==> src/rtl/mnhfe_pkg.sv <==
// Package for the message name hex field extractor.
// Holds the field limits, character codes and the hex digit decoder.
// No dependencies.
package mnhfe_pkg;

   // Field limits: a field holds at most limit-1 characters.
   localparam int TIME_FIELD_LIMIT = 17;
   localparam int INT_FIELD_LIMIT  = 9;

   // The field length counter must reach TIME_FIELD_LIMIT-1.
   localparam int FIELD_LEN_W = $clog2(TIME_FIELD_LIMIT);

   // Character codes.
   localparam logic [7:0] CHAR_END        = 8'h00;
   localparam logic [7:0] CHAR_SLASH      = 8'h2f;
   localparam logic [7:0] CHAR_UNDERSCORE = 8'h5f;

   // Decoded hex character.
   typedef struct packed {
      logic       valid;
      logic [3:0] value;
   } hex_digit_type;

   // Decodes 0-9, a-f and A-F; anything else is not a digit.
   function automatic hex_digit_type hex_decode(input logic [7:0] c);
      hex_digit_type d;
      d.valid = 1'b1;
      d.value = 4'd0;
      if (c >= 8'h30 && c <= 8'h39) begin
         d.value = 4'(c - 8'h30);
      end else if (c >= 8'h61 && c <= 8'h66) begin
         d.value = 4'(c - 8'h57);
      end else if (c >= 8'h41 && c <= 8'h46) begin
         d.value = 4'(c - 8'h37);
      end else begin
         d.valid = 1'b0;
      end
      return d;
   endfunction

endpackage

==> src/rtl/message_name_hex_field_extractor.sv <==
// Top level of the message name hex field extractor.
// Depends on mnhfe_pkg for limits, character codes and the hex decoder.
//
// The block takes a message name one character per beat and, at the zero
// byte that ends the name, returns one result beat with the creation time,
// unique number and split counter parsed from the name A/B/T_U_S, plus a
// flag that tells whether the name matched; on failure all values are zero.
// Characters are taken one per cycle, but for the stall below: each beat updates the
// parse state and the hex accumulators in the same cycle, and the result
// register lets the next name start while a result still waits to be
// taken. Input stalls only when a zero byte arrives while the previous
// result is still held and is not being taken.
module message_name_hex_field_extractor (
   input  logic        clock,
   input  logic        reset,
   input  logic        req_valid,
   output logic        req_ready,
   input  logic [7:0]  req_char_in,
   output logic        rsp_valid,
   input  logic        rsp_ready,
   output logic [63:0] rsp_create_time,
   output logic [31:0] rsp_unique_id,
   output logic [31:0] rsp_split_counter,
   output logic        rsp_parse_ok
);

   typedef enum logic [2:0] {
      PH_SKIP1,
      PH_SKIP2,
      PH_TIME,
      PH_UNIQUE,
      PH_SPLIT,
      PH_DONE,
      PH_FAIL
   } phase_type;

   localparam int LW = mnhfe_pkg::FIELD_LEN_W;
   localparam logic [LW:0] TIME_LIMIT = (LW+1)'(mnhfe_pkg::TIME_FIELD_LIMIT);
   localparam logic [LW:0] INT_LIMIT  = (LW+1)'(mnhfe_pkg::INT_FIELD_LIMIT);

   phase_type          phase_ff, phase_in;
   logic [LW-1:0]      field_length_ff, field_length_in;
   logic               digits_stopped_ff, digits_stopped_in;
   logic [63:0]        time_acc_ff, time_acc_in;
   logic [31:0]        unique_acc_ff, unique_acc_in;
   logic [31:0]        split_acc_ff, split_acc_in;

   logic               rsp_valid_ff, rsp_valid_in;
   logic [63:0]        rsp_time_ff, rsp_time_in;
   logic [31:0]        rsp_unique_ff, rsp_unique_in;
   logic [31:0]        rsp_split_ff, rsp_split_in;
   logic               rsp_ok_ff, rsp_ok_in;

   logic                     accept;
   logic                     char_is_end;
   logic                     name_ok;
   logic [LW:0]              len_plus;
   logic [LW:0]              limit;
   mnhfe_pkg::hex_digit_type digit;

   // A zero byte may only enter when the result register is free or draining.
   assign req_ready   = !char_is_end || !rsp_valid_ff || rsp_ready;
   assign accept      = req_valid && req_ready;
   assign char_is_end = (req_char_in == mnhfe_pkg::CHAR_END);
   assign digit       = mnhfe_pkg::hex_decode(req_char_in);
   assign len_plus    = {1'b0, field_length_ff} + (LW+1)'(1);
   assign limit       = (phase_ff == PH_TIME) ? TIME_LIMIT : INT_LIMIT;
   assign name_ok     = (phase_ff == PH_DONE) ||
                        (phase_ff == PH_SPLIT && field_length_ff != '0);

   // Parse state update for one character beat.
   always_comb begin
      phase_in          = phase_ff;
      field_length_in   = field_length_ff;
      digits_stopped_in = digits_stopped_ff;
      time_acc_in       = time_acc_ff;
      unique_acc_in     = unique_acc_ff;
      split_acc_in      = split_acc_ff;

      case (phase_ff)
         PH_SKIP1: begin
            if (req_char_in == mnhfe_pkg::CHAR_SLASH) begin
               phase_in = PH_SKIP2;
            end
         end
         PH_SKIP2: begin
            if (req_char_in == mnhfe_pkg::CHAR_SLASH) begin
               phase_in          = PH_TIME;
               field_length_in   = '0;
               digits_stopped_in = 1'b0;
               time_acc_in       = '0;
               unique_acc_in     = '0;
               split_acc_in      = '0;
            end
         end
         PH_TIME, PH_UNIQUE, PH_SPLIT: begin
            if (req_char_in == mnhfe_pkg::CHAR_UNDERSCORE) begin
               // An underscore closes the field unless the field is empty.
               if (field_length_ff == '0) begin
                  phase_in = PH_FAIL;
               end else begin
                  field_length_in   = '0;
                  digits_stopped_in = 1'b0;
                  case (phase_ff)
                     PH_TIME:   phase_in = PH_UNIQUE;
                     PH_UNIQUE: phase_in = PH_SPLIT;
                     default:   phase_in = PH_DONE;
                  endcase
               end
            end else if (len_plus >= limit) begin
               phase_in = PH_FAIL;
            end else begin
               // Count the character; leading hex digits shift into the value.
               field_length_in = len_plus[LW-1:0];
               if (!digits_stopped_ff) begin
                  if (!digit.valid) begin
                     digits_stopped_in = 1'b1;
                  end else begin
                     case (phase_ff)
                        PH_TIME:   time_acc_in   = {time_acc_ff[59:0], digit.value};
                        PH_UNIQUE: unique_acc_in = {unique_acc_ff[27:0], digit.value};
                        default:   split_acc_in  = {split_acc_ff[27:0], digit.value};
                     endcase
                  end
               end
            end
         end
         default: begin
         end
      endcase

      // The end of a name returns the parser to its starting state.
      if (char_is_end) begin
         phase_in          = PH_SKIP1;
         field_length_in   = '0;
         digits_stopped_in = 1'b0;
         time_acc_in       = '0;
         unique_acc_in     = '0;
         split_acc_in      = '0;
      end
   end

   // Result register loads at the end of a name and empties when taken.
   always_comb begin
      rsp_valid_in  = rsp_valid_ff && !rsp_ready;
      rsp_time_in   = rsp_time_ff;
      rsp_unique_in = rsp_unique_ff;
      rsp_split_in  = rsp_split_ff;
      rsp_ok_in     = rsp_ok_ff;
      if (accept && char_is_end) begin
         rsp_valid_in  = 1'b1;
         rsp_time_in   = name_ok ? time_acc_ff : '0;
         rsp_unique_in = name_ok ? unique_acc_ff : '0;
         rsp_split_in  = name_ok ? split_acc_ff : '0;
         rsp_ok_in     = name_ok;
      end
   end

   // State and result registers.
   always_ff @(posedge clock) begin
      if (reset) begin
         phase_ff          <= PH_SKIP1;
         field_length_ff   <= '0;
         digits_stopped_ff <= 1'b0;
         time_acc_ff       <= '0;
         unique_acc_ff     <= '0;
         split_acc_ff      <= '0;
         rsp_valid_ff      <= 1'b0;
      end else begin
         if (accept) begin
            phase_ff          <= phase_in;
            field_length_ff   <= field_length_in;
            digits_stopped_ff <= digits_stopped_in;
            time_acc_ff       <= time_acc_in;
            unique_acc_ff     <= unique_acc_in;
            split_acc_ff      <= split_acc_in;
         end
         rsp_valid_ff <= rsp_valid_in;
      end
      rsp_time_ff   <= rsp_time_in;
      rsp_unique_ff <= rsp_unique_in;
      rsp_split_ff  <= rsp_split_in;
      rsp_ok_ff     <= rsp_ok_in;
   end

   assign rsp_valid         = rsp_valid_ff;
   assign rsp_create_time   = rsp_time_ff;
   assign rsp_unique_id     = rsp_unique_ff;
   assign rsp_split_counter = rsp_split_ff;
   assign rsp_parse_ok      = rsp_ok_ff;

   // A zero byte beat always produces a result in the next cycle.
   assert property (@(posedge clock) disable iff (reset)
      accept && char_is_end |=> rsp_valid_ff)
      else $error("end of name did not produce a result");

   // After a zero byte the parser is back at the start with clear values.
   assert property (@(posedge clock) disable iff (reset)
      accept && char_is_end |=> phase_ff == PH_SKIP1 && time_acc_ff == '0 &&
         unique_acc_ff == '0 && split_acc_ff == '0)
      else $error("parser not restarted after end of name");

   // A failed name reports all values as zero.
   assert property (@(posedge clock) disable iff (reset)
      rsp_valid_ff && !rsp_ok_ff |-> rsp_time_ff == '0 && rsp_unique_ff == '0 &&
         rsp_split_ff == '0)
      else $error("failed name carries nonzero values");

   // The field length never reaches the field limit; a failed name keeps
   // the length of the field it failed in.
   assert property (@(posedge clock) disable iff (reset)
      ({1'b0, field_length_ff} < TIME_LIMIT) &&
      (phase_ff == PH_TIME || phase_ff == PH_FAIL ||
         {1'b0, field_length_ff} < INT_LIMIT))
      else $error("field length beyond limit");

endmodule

==> config.mk <==
export PLATFORM = sky130hd
export DESIGN_NAME = message_name_hex_field_extractor
export DESIGN_NICKNAME = d
export VERILOG_FILES = /design/src/rtl/mnhfe_pkg.sv /design/src/rtl/message_name_hex_field_extractor.sv
export SDC_FILE = /design/constraint.sdc
export NUM_CORES = 1
export LEC_CHECK = 0
export CORE_MARGIN = 3
export CORE_UTILIZATION = 27
export CTS_CLUSTER_SIZE = 30
export DETAILED_ROUTE_END_ITERATION = 6
export DONT_BUFFER_PORTS = 1
export GPL_TIMING_DRIVEN = 0
export HOLD_SLACK_MARGIN = 0.06
export SLEW_MARGIN = 25
export SYNTH_ARGS = -nofsm -noshare
export SYNTH_HDL_FRONTEND = slang
export SYNTH_SLANG_ARGS = --single-unit
==> constraint.sdc <==
create_clock -name clock -period 6 [get_ports clock]
set_clock_uncertainty 0.1 [all_clocks]
set_input_delay 0.6 -clock clock [delete_from_list [all_inputs] [get_ports clock]]
set_output_delay 0.6 -clock clock [all_outputs]
set_load 0.01 [all_outputs]
==> results_tabular.tex, run 1 <==
\begin{tabular}{lr}
\hline
Metric & Value \\
\hline
\multicolumn{2}{l}{\textbf{Die}} \\
\quad Initial Utilization & 27.4\% \\
\quad Die Width & 196 microns \\
\quad Y dimension of the die & 196 microns \\
\quad Die ar. & 0.0386 sq mm \\
\quad Area of the core region & 0.0357 sq mm \\
\quad Cell Rows & 69 \\
\quad Boundary Pins & 143 \\
\multicolumn{2}{l}{\textbf{Detailed routing}} \\
\quad Via count of the routed design & 5626 \\
\quad Overall routed net length & 21100 microns \\
\quad Average via count per standard cell & 4.58 \\
\quad Number of design-rule violations left by the first detailed-router iteration & 281 \\
\quad Mean routed wirelength per cell & 17.1 microns \\
\quad First-pass iteration count of the detailed router & 5 \\
\quad Detailed-route DRC error count & 0 \\
\quad Remaining number of nets flagged by the antenna check after routing & 0 \\
\multicolumn{2}{l}{\textbf{Place}} \\
\quad \# port buffers & 0 \\
\quad Detailed-placement wirelength estimate & 14800 microns \\
\quad Routability Congestion & 0.797 \\
\multicolumn{2}{l}{\textbf{GRT}} \\
\quad Via count of the first global-routing pass & 5471 \\
\quad Global-route usage over all layers & 10.5\% \\
\quad Antenna violations before repair & 0 \\
\quad Overall overflow remaining after global route & 0 \\
\quad Pin count of the biggest net entering global routing & 38 \\
\quad Wire length of the first global-routing pass & 32300 microns \\
\multicolumn{2}{l}{\textbf{Worst hold path}} \\
\quad Min-Delay Path Class & in2reg \\
\quad Hold endpoint & rsp\_valid \\
\quad Worst Hold Path Cells & 2 \\
\quad Launch instance of the worst min-delay path & req\_valid \\
\multicolumn{2}{l}{\textbf{Timing}} \\
\quad Setup repair after global routing missed its margin & false \\
\quad Summed negative setup slack over all endpoints & 0 ns \\
\quad Minimum period implied by the final worst setup slack & 3.60 ns \\
\quad Max-slew headroom & 39.5\% \\
\quad Max Fclk & 0.278 GHz \\
\quad Transition at the pin with the smallest max-transition slack & 0.901 ns \\
\quad Hold Vio Cnt, Final & 0 \\
\quad Share of the cycle needed by the critical path after routing & 60.1\% \\
\quad Total setup violations reported at the end of the flow & 0 \\
\quad Final count of pins violating max slew & 0 \\
\multicolumn{2}{l}{\textbf{Logic synthesis}} \\
\quad Share of the synthesized area in the top cell type & 39.6\% \\
\quad Post-synthesis instance area & 0.00978 sq mm \\
\quad Library cell with the highest instance count after synthesis & sky130\_fd\_sc\_hd\_\_dfxtp\_1 \\
\quad Sequential fraction of the synthesis area & 67.8\% \\
\quad Unique masters post-synth & 57 \\
\quad Syn Nets & 732 \\
\quad Dominant cells by area after synthesis & sky130\_fd\_sc\_hd\_\_edfxtp\_1 (40\%), sky130\_fd\_sc\_hd\_\_dfxtp\_1 (28\%), sky130\_fd\_sc\_hd\_\_a22o\_1 (10\%) \\
\quad Synth Flop Type & sky130\_fd\_sc\_hd\_\_dfxtp\_1 \\
\quad Count of synthesis-stage warnings from yosys & 0 \\
\quad Fraction of registers with async set/reset & 0\% \\
\quad Number of flops mapped to enable cells by yosys & 129 \\
\quad Post-Synthesis Mean Instance Area & 13.7 sq um \\
\quad Cell taking the most area after synthesis & sky130\_fd\_sc\_hd\_\_edfxtp\_1 \\
\quad List of most frequent post-synthesis cells & sky130\_fd\_sc\_hd\_\_dfxtp\_1 (138), sky130\_fd\_sc\_hd\_\_and2\_1 (133), sky130\_fd\_sc\_hd\_\_edfxtp\_1 (129) \\
\quad Number of standard cells after synthesis & 712 \\
\quad Post-synthesis register bit count & 267 \\
\multicolumn{2}{l}{\textbf{Finish}} \\
\quad Multi-input gate area & 0.00290 sq mm \\
\quad Area delta synth->final & 17.5\% \\
\quad Count of fill cells added during filler insertion & 3511 \\
\quad Sequential Area & 0.00664 sq mm \\
\quad Nets & 766 \\
\quad ANT cells & 0 \\
\quad Share of post-route cells with drive strength above 1 & 12.5\% \\
\multicolumn{2}{l}{\textbf{Status}} \\
\quad Result of the run & finished, final reports clean \\
\multicolumn{2}{l}{\textbf{Worst setup path}} \\
\quad Kind of start point of the critical path & flip-flop \\
\quad CP Max Fanout & 10 \\
\quad Arrival time of the worst setup path & 3.97 ns \\
\quad Worst EP required & 6.37 ns \\
\quad Worst setup EP type & flip-flop \\
\quad Buffer and inverter count on the worst path & 3 \\
\quad Cell chain of the critical path & clkbuf\_1, and2b\_1, nand2b\_1, inv\_1, ha\_1, o21ai\_0, o221ai\_1, nor4\_2, buf\_2, a22o\_1 \\
\quad Worst path top cell family by delay & simple AND/OR/NAND/NOR gates \\
\quad Highest-delay cell along the critical path & sky130\_fd\_sc\_hd\_\_nor4\_2 \\
\quad Path depth of the worst reg2reg path & 10 \\
\quad Launch instance of the worst register-to-register path & phase\_ff[1] \\
\quad R2R Setup Slk & 2.40 ns \\
\quad Startpoint-to-endpoint class of the critical path & reg2reg \\
\quad R2R Path End & time\_acc\_ff[5] \\
\quad Maximum single-stage delay on the critical path & 0.88 ns \\
\multicolumn{2}{l}{\textbf{Clock network}} \\
\quad CTS clock-pin slew for the worst setup and hold paths & 0.06 ns \\
\quad Hold-fix buffers at CTS & 0 \\
\quad Sinks on the clock net & 267 \\
\quad Number of buffers added by the clock tree synthesis step & 29 \\
\quad Post-CTS sizing & 0 \\
\quad Number of buffers between clock root and the deepest sink & 3 \\
\quad CTS tree & built \\
\quad Root buffer cell & sky130\_fd\_sc\_hd\_\_clkbuf\_16 \\
\quad Setup bufs post-CTS & 0 \\
\quad Count of H-tree levels built during CTS & 1 \\
\quad Insertion delay of the later-clocked pin in the worst-skew pair & 0.54 ns \\
\multicolumn{2}{l}{\textbf{Power}} \\
\quad Clk pwr share & 50.4\% \\
\quad Comb power frac & 0.9\% \\
\quad Switching power total & 0.756 mW \\
\quad Power Dens Cells & 338 mW/mm\^{}2 \\
\quad Part of the total power dissipated in sequential elements & 48.7\% \\
\quad Switching part of the total power & 19.4\% \\
\quad Power, Total & 3.89 mW \\
\quad Internal Power & 3.13 mW \\
\quad Leak Pwr & 4.29 nW \\
\quad Maximum vdd drop & 0.148 mV \\
\multicolumn{2}{l}{\textbf{Flow run}} \\
\quad Maximum capacitance violations & 0 \\
\hline
\end{tabular}
[layout make-up]
type | instances | area share, %
plain buffers | 44 | 1.83
clock buffers | 35 | 6.77
clock inverters | 18 | 2.51
inverters | 10 | 0.327
multi-input cells | 391 | 25.3
flip-flops and latches | 267 | 57.7
well taps | 461 | 5.02
repair buffers | 3 | 0.523
[cell usage in the layout, fill, tap and decap left out, types with 3 or more instances in the layout]
cell type	netlist	routed
sky130_fd_sc_hd__a21oi_1	7	7
sky130_fd_sc_hd__a211o_1	3	3
sky130_fd_sc_hd__edfxtp_1	129	129
sky130_fd_sc_hd__nor3b_1	3	3
sky130_fd_sc_hd__buf_12	0	3
sky130_fd_sc_hd__and2_1	133	133
sky130_fd_sc_hd__dfxtp_1	138	138
sky130_fd_sc_hd__o21ai_0	11	11
sky130_fd_sc_hd__xnor2_1	3	3
sky130_fd_sc_hd__nor3_1	3	3
sky130_fd_sc_hd__mux2_2	4	4
sky130_fd_sc_hd__nor4_1	5	5
sky130_fd_sc_hd__nor2b_1	5	5
sky130_fd_sc_hd__clkbuf_1	20	23
sky130_fd_sc_hd__clkbuf_8	0	3
sky130_fd_sc_hd__buf_2	21	21
sky130_fd_sc_hd__mux2i_1	4	4
sky130_fd_sc_hd__a22o_1	117	117
sky130_fd_sc_hd__inv_1	10	10
sky130_fd_sc_hd__ha_1	8	8
sky130_fd_sc_hd__bufinv_16	0	7
sky130_fd_sc_hd__nor2_1	8	8
sky130_fd_sc_hd__nand2b_1	8	8
sky130_fd_sc_hd__nand3_1	13	13
sky130_fd_sc_hd__nand2_1	13	13
sky130_fd_sc_hd__clkbuf_16	0	29
[how the worst max path moves through the flow]
stage | startpoint | end | slack, ns | cells past startpoint
4_1_cts | phase_ff[1] | time_acc_ff[6] | 2.30 | 10
2_1_floorplan | req_char_in[1] | rsp_create_time[0] | 0.89 | 6
3_3_place_gp | req_char_in[1] | rsp_create_time[41] | -0.81 | 6
6_report | phase_ff[1] | time_acc_ff[5] | 2.40 | 10
5_1_grt | phase_ff[1] | time_acc_ff[6] | 2.00 | 10
3_5_place_dp | phase_ff[1] | time_acc_ff[59] | 2.29 | 10
[flip-flops by register name, summed over array words and instances, names as in the netlist]
name and count:
digits_stopped_ff 1, field_length_ff 5, phase_ff 3, rsp_create_time 64, rsp_parse_ok 1, rsp_split_counter 32
rsp_unique_id 32, rsp_valid 1, split_acc_ff 32, time_acc_ff 64, unique_acc_ff 32
[power by group through the flow]
stage	Combinational (mW)	Clock, mW	Sequential (mW)
2_1_floorplan	0.0250	0	1.93
3_3_place_gp	0.0341	0	1.93
3_5_place_dp	0.0349	0	1.93
6_report	0.0345	1.96	1.89
4_1_cts	0.0349	2.02	1.89
5_1_grt	0.0381	2.09	1.89
[kinds of logic (layout without fill, tap and decap cells)]
kind of cell	after synthesis	in the layout	share of synthesized area, %
AO/OA/AOI/OAI	162	162	13.7
XOR/XNOR	3	3	0.269
adder cells (fa/ha/maj)	8	8	1.02
buffers and inverters	54	110	2.53
flip-flops	267	267	67.8
multiplexers	8	8	0.870
AND/OR/NAND/NOR	210	210	13.7
[stage by stage]
stage,utilization (%),instances,hold WS (ns),worst slack (ns),area (sq um)
2_1_floorplan,-,712,0.340,0.886,9780
3_3_place_gp,29.1,1173,0.353,-0.806,10400
3_5_place_dp,29.2,1176,0.360,2.29,10400
4_1_cts,32.2,1229,0.0817,2.30,11500
5_1_grt,32.2,1229,0.0986,2.00,11500
6_report,32.2,1229,0.113,2.40,11500
[per-layer routing]
metal	GRT usage (%)	part of all wire, %	vias up	routed length [microns]
met3	3.50	7.6	29	1610
met1	13.4	44	2723	9310
li1	-	-	2726	-
met5	0	0	-	0
met4	2.53	1.8	0	370
met2	17.3	46	148	9770
[worst register-to-register path, stage by stage, from the launching register on]
cell and delay [ns]:
sky130_fd_sc_hd__dfxtp_1 0.33, sky130_fd_sc_hd__clkbuf_1 0.33, sky130_fd_sc_hd__and2b_1 0.29, sky130_fd_sc_hd__nand2b_1 0.14, sky130_fd_sc_hd__inv_1 0.14, sky130_fd_sc_hd__ha_1 0.24
sky130_fd_sc_hd__o21ai_0 0.23, sky130_fd_sc_hd__o221ai_1 0.34, sky130_fd_sc_hd__nor4_2 0.88, sky130_fd_sc_hd__buf_2 0.38, sky130_fd_sc_hd__a22o_1 0.15
No activity file was read; power rests on OpenSTA's default activity.
==> inputs of run 2 (changes only) <==
Settings changed: ABC_AREA from default to 1.
Clock period 6 ns to 3.6 ns, I/O delays scaled along.
==> run 2 against run 1 <==
  * Clock-buffer cell count rose by 2
  * Core utilization fell by 0.57 points
  * Critical path depth fell by 1
  * Largest power group is now sequential cells
==> results_tabular.tex, run 2 <==
\begin{tabular}{lr}
\hline
Metric & Value \\
\hline
\multicolumn{2}{l}{\textbf{Status}} \\
\quad Result of the run & finished, final reports clean \\
\multicolumn{2}{l}{\textbf{Timing}} \\
\quad Setup repair after global routing missed its margin & false \\
\quad Share of the cycle needed by the critical path after routing & 81.4\% \\
\quad Transition at the pin with the smallest max-transition slack & 0.972 ns \\
\quad Total setup violations reported at the end of the flow & 0 \\
\quad Final count of pins violating max slew & 0 \\
\quad Hold Vio Cnt, Final & 0 \\
\quad Minimum period implied by the final worst setup slack & 2.93 ns \\
\quad Worst slack on hold paths & 0.0867 ns \\
\quad Max-slew headroom & 35.2\% \\
\quad Max Fclk & 0.341 GHz \\
\multicolumn{2}{l}{\textbf{Power}} \\
\quad Part of the total power dissipated in sequential elements & 46.4\% \\
\quad Switching part of the total power & 28.1\% \\
\quad Maximum vdd drop & 0.389 mV \\
\quad Internal Power & 5.34 mW \\
\quad Power Dens Cells & 567 mW/mm\^{}2 \\
\quad Leak Pwr & 5.27 nW \\
\quad Clk pwr share & 38.2\% \\
\quad Switching power total & 2.09 mW \\
\quad Comb power frac & 15.4\% \\
\multicolumn{2}{l}{\textbf{Finish}} \\
\quad Nets & 1492 \\
\quad ANT cells & 0 \\
\quad Area delta synth->final & 14.5\% \\
\quad Most common cell after layout, fill and taps aside & sky130\_fd\_sc\_hd\_\_nor2\_1 \\
\quad Share of post-route cells with drive strength above 1 & 7.36\% \\
\quad Count of fill cells added during filler insertion & 4301 \\
\quad Most frequent cells in the layout & sky130\_fd\_sc\_hd\_\_nor2\_1 (501), sky130\_fd\_sc\_hd\_\_nand2\_1 (313), sky130\_fd\_sc\_hd\_\_inv\_1 (170) \\
\quad Final core occ & 31.7\% \\
\multicolumn{2}{l}{\textbf{Clock network}} \\
\quad Insertion delay of the later-clocked pin in the worst-skew pair & 0.56 ns \\
\quad Setup bufs post-CTS & 0 \\
\quad CTS tree & built \\
\quad Number of buffers added by the clock tree synthesis step & 28 \\
\quad Sinks on the clock net & 267 \\
\quad Post-CTS sizing & 0 \\
\quad Count of H-tree levels built during CTS & 1 \\
\quad Root buffer cell & sky130\_fd\_sc\_hd\_\_clkbuf\_16 \\
\quad CTS clock-pin slew for the worst setup and hold paths & 0.06 ns \\
\quad Number of buffers between clock root and the deepest sink & 3 \\
\multicolumn{2}{l}{\textbf{Detailed routing}} \\
\quad Mean routed wirelength per cell & 14.5 microns \\
\quad Average via count per standard cell & 4.26 \\
\quad Remaining number of nets flagged by the antenna check after routing & 0 \\
\quad Length of routed wiring on met1 & 13000 microns \\
\quad Overall routed net length & 29400 microns \\
\quad Number of design-rule violations left by the first detailed-router iteration & 496 \\
\quad First-pass iteration count of the detailed router & 7 \\
\quad Metal3 WL & 1730 microns \\
\quad Via count of the routed design & 8624 \\
\quad Highest metal layer used by the detailed router & met4 \\
\quad Met2 routed wirelength & 14000 microns \\
\quad Detailed-route DRC error count & 0 \\
\multicolumn{2}{l}{\textbf{Worst hold path}} \\
\quad Worst Hold Path Cells & 2 \\
\quad Min-Delay Path Class & in2reg \\
\multicolumn{2}{l}{\textbf{Logic synthesis}} \\
\quad Share of the synthesized area in the top cell type & 33.8\% \\
\quad Synth Flop Type & sky130\_fd\_sc\_hd\_\_dfxtp\_1 \\
\quad Library cell with the highest instance count after synthesis & sky130\_fd\_sc\_hd\_\_nor2\_1 \\
\quad Unique masters post-synth & 27 \\
\quad Number of flops mapped to enable cells by yosys & 129 \\
\quad Post-synthesis instance area & 0.0114 sq mm \\
\quad Syn Nets & 1457 \\
\quad Number of standard cells after synthesis & 1437 \\
\quad Post-Synthesis Mean Instance Area & 7.96 sq um \\
\quad Sequential fraction of the synthesis area & 58.0\% \\
\quad List of most frequent post-synthesis cells & sky130\_fd\_sc\_hd\_\_nor2\_1 (501), sky130\_fd\_sc\_hd\_\_nand2\_1 (313), sky130\_fd\_sc\_hd\_\_inv\_1 (171) \\
\quad Fraction of registers with async set/reset & 0\% \\
\quad Dominant cells by area after synthesis & sky130\_fd\_sc\_hd\_\_edfxtp\_1 (34\%), sky130\_fd\_sc\_hd\_\_dfxtp\_1 (24\%), sky130\_fd\_sc\_hd\_\_nor2\_1 (16\%) \\
\quad Count of synthesis-stage warnings from yosys & 0 \\
\quad Post-synthesis register bit count & 267 \\
\quad Cell taking the most area after synthesis & sky130\_fd\_sc\_hd\_\_edfxtp\_1 \\
\multicolumn{2}{l}{\textbf{Worst setup path}} \\
\quad Maximum single-stage delay on the critical path & 0.72 ns \\
\quad Arrival time of the worst setup path & 3.08 ns \\
\quad Kind of start point of the critical path & flip-flop \\
\quad Highest-delay cell along the critical path & sky130\_fd\_sc\_hd\_\_clkbuf\_1 \\
\quad Startpoint-to-endpoint class of the critical path & reg2reg \\
\quad Worst setup EP type & flip-flop \\
\quad Worst path top cell family by delay & buffers and inverters \\
\quad Path depth of the worst reg2reg path & 9 \\
\quad Buffer and inverter count on the worst path & 5 \\
\quad Crit. path cell count & 9 \\
\quad Most common cell type on the critical path & sky130\_fd\_sc\_hd\_\_inv\_1 \\
\quad CP Max Fanout & 10 \\
\quad Cell chain of the critical path & inv\_1, ha\_1, nand4\_1, inv\_1, a211oi\_1, inv\_1, clkbuf\_1, clkbuf\_1, nor2\_1 \\
\quad Worst EP required & 3.75 ns \\
\multicolumn{2}{l}{\textbf{GRT}} \\
\quad Overall overflow remaining after global route & 0 \\
\quad Antenna violations before repair & 0 \\
\quad Via count of the first global-routing pass & 8171 \\
\quad Pin count of the biggest net entering global routing & 35 \\
\quad Global-route usage over all layers & 12.9\% \\
\quad Wire length of the first global-routing pass & 45600 microns \\
\multicolumn{2}{l}{\textbf{Die}} \\
\quad Die Width & 212 microns \\
\quad Die ar. & 0.0449 sq mm \\
\quad Area of the core region & 0.0414 sq mm \\
\quad Y dimension of the die & 212 microns \\
\quad Boundary Pins & 143 \\
\quad Cell Rows & 74 \\
\quad Initial Utilization & 27.7\% \\
\multicolumn{2}{l}{\textbf{Flow run}} \\
\quad Maximum capacitance violations & 0 \\
\multicolumn{2}{l}{\textbf{Place}} \\
\quad Detailed-placement wirelength estimate & 20800 microns \\
\quad \# port buffers & 0 \\
\quad Routability Congestion & 0.789 \\
\hline
\end{tabular}
## run 2: cell count changes after synthesis, moves of 8 or more
cell,before,now
sky130_fd_sc_hd__nor2_1,8,501
sky130_fd_sc_hd__nand2_2,0,12
sky130_fd_sc_hd__and2_1,133,0
sky130_fd_sc_hd__nand2b_1,8,0
sky130_fd_sc_hd__inv_1,10,171
sky130_fd_sc_hd__o21ai_0,11,1
sky130_fd_sc_hd__nand3_1,13,24
sky130_fd_sc_hd__nand2_1,13,313
sky130_fd_sc_hd__a22o_1,117,0
sky130_fd_sc_hd__nand4_1,0,26
sky130_fd_sc_hd__clkbuf_1,20,39
## run 2: timing repair
| action | in CTS | in global routing |
|---|---|---|
| endpoints found under the setup margin | 0 | 0 |
| hold buffers | 1 | 0 |
| endpoints found under the hold margin | 1 | 0 |
## run 2: layout make-up
type,count,area (sq um),share of cell area (%)
timing repair buffer,5,90.1,0.687
buffer,71,367,2.80
multi-input combinational,920,3770,28.8
clock inverter,15,145,1.11
sequential,267,6640,50.6
tap,532,666,5.08
clock buffer,37,754,5.76
inverter,179,678,5.18
## run 2: path summary, 6_finish.rpt
| path | startpoint | slack [ns] | to |
|---|---|---|---|
| max | field_length_ff[0] | 0.67 | rsp_unique_id[31] |
| min | reset | 0.09 | rsp_valid |
| max reg2reg | field_length_ff[0] | 0.67 | rsp_unique_id[31] |
| min reg2reg | field_length_ff[4] | 0.38 | field_length_ff[4] |
## run 2: power groups by stage
stage	registers, mW	clock network (mW)	logic (mW)
detailed placement	3.51	0	1.14
global route	3.47	3.07	1.33
finish	3.45	2.84	1.14
global placement	3.51	0	1.13
floorplan	3.49	0	0.878
CTS	3.45	2.94	1.16
## run 2: through the flow
| step | std cells | area [sq um] | power, mW | TNS (ns) | worst slack (ns) |
|---|---|---|---|---|---|
| floorplan | 1437 | 11400 | 4.37 | 0 | 0.138 |
| global placement | 1969 | 12100 | 4.63 | -127.66 | -0.996 |
| finish | 2026 | 13100 | 7.43 | 0 | 0.671 |
| detailed placement | 1973 | 12200 | 4.66 | 0 | 0.501 |
| CTS | 2026 | 13100 | 7.54 | 0 | 0.510 |
| global route | 2026 | 13100 | 7.86 | 0 | 0.392 |
## run 2: worst register-to-register path: cells and delay by family, from the launching register on
family	cells	cell delay, ns
AOI/OAI and AO/OA	1	0.09
adders and majority gates	1	0.18
buffers and inverters	5	1.58
DFF	1	0.34
and+or+nand+nor	2	0.34
## run 2: cells by family (layout without fill, tap and decap cells)
kind of cell | after synthesis | after routing | share of synthesized area (%)
DFF | 267 | 267 | 58.0
adders and majority gates | 8 | 8 | 0.875
AOI/OAI and AO/OA | 17 | 17 | 0.798
buffers and inverters | 250 | 307 | 9.10
xor gates and xnor gates | 4 | 4 | 0.306
and+or+nand+nor | 891 | 891 | 30.9
## run 2: layer usage
layer | up-vias | track usage, %
li1 | 4416 | -
met3 | 45 | 3.02
met1 | 3986 | 16.4
met5 | - | 0
met4 | 0 | 3.83
met2 | 177 | 22.0
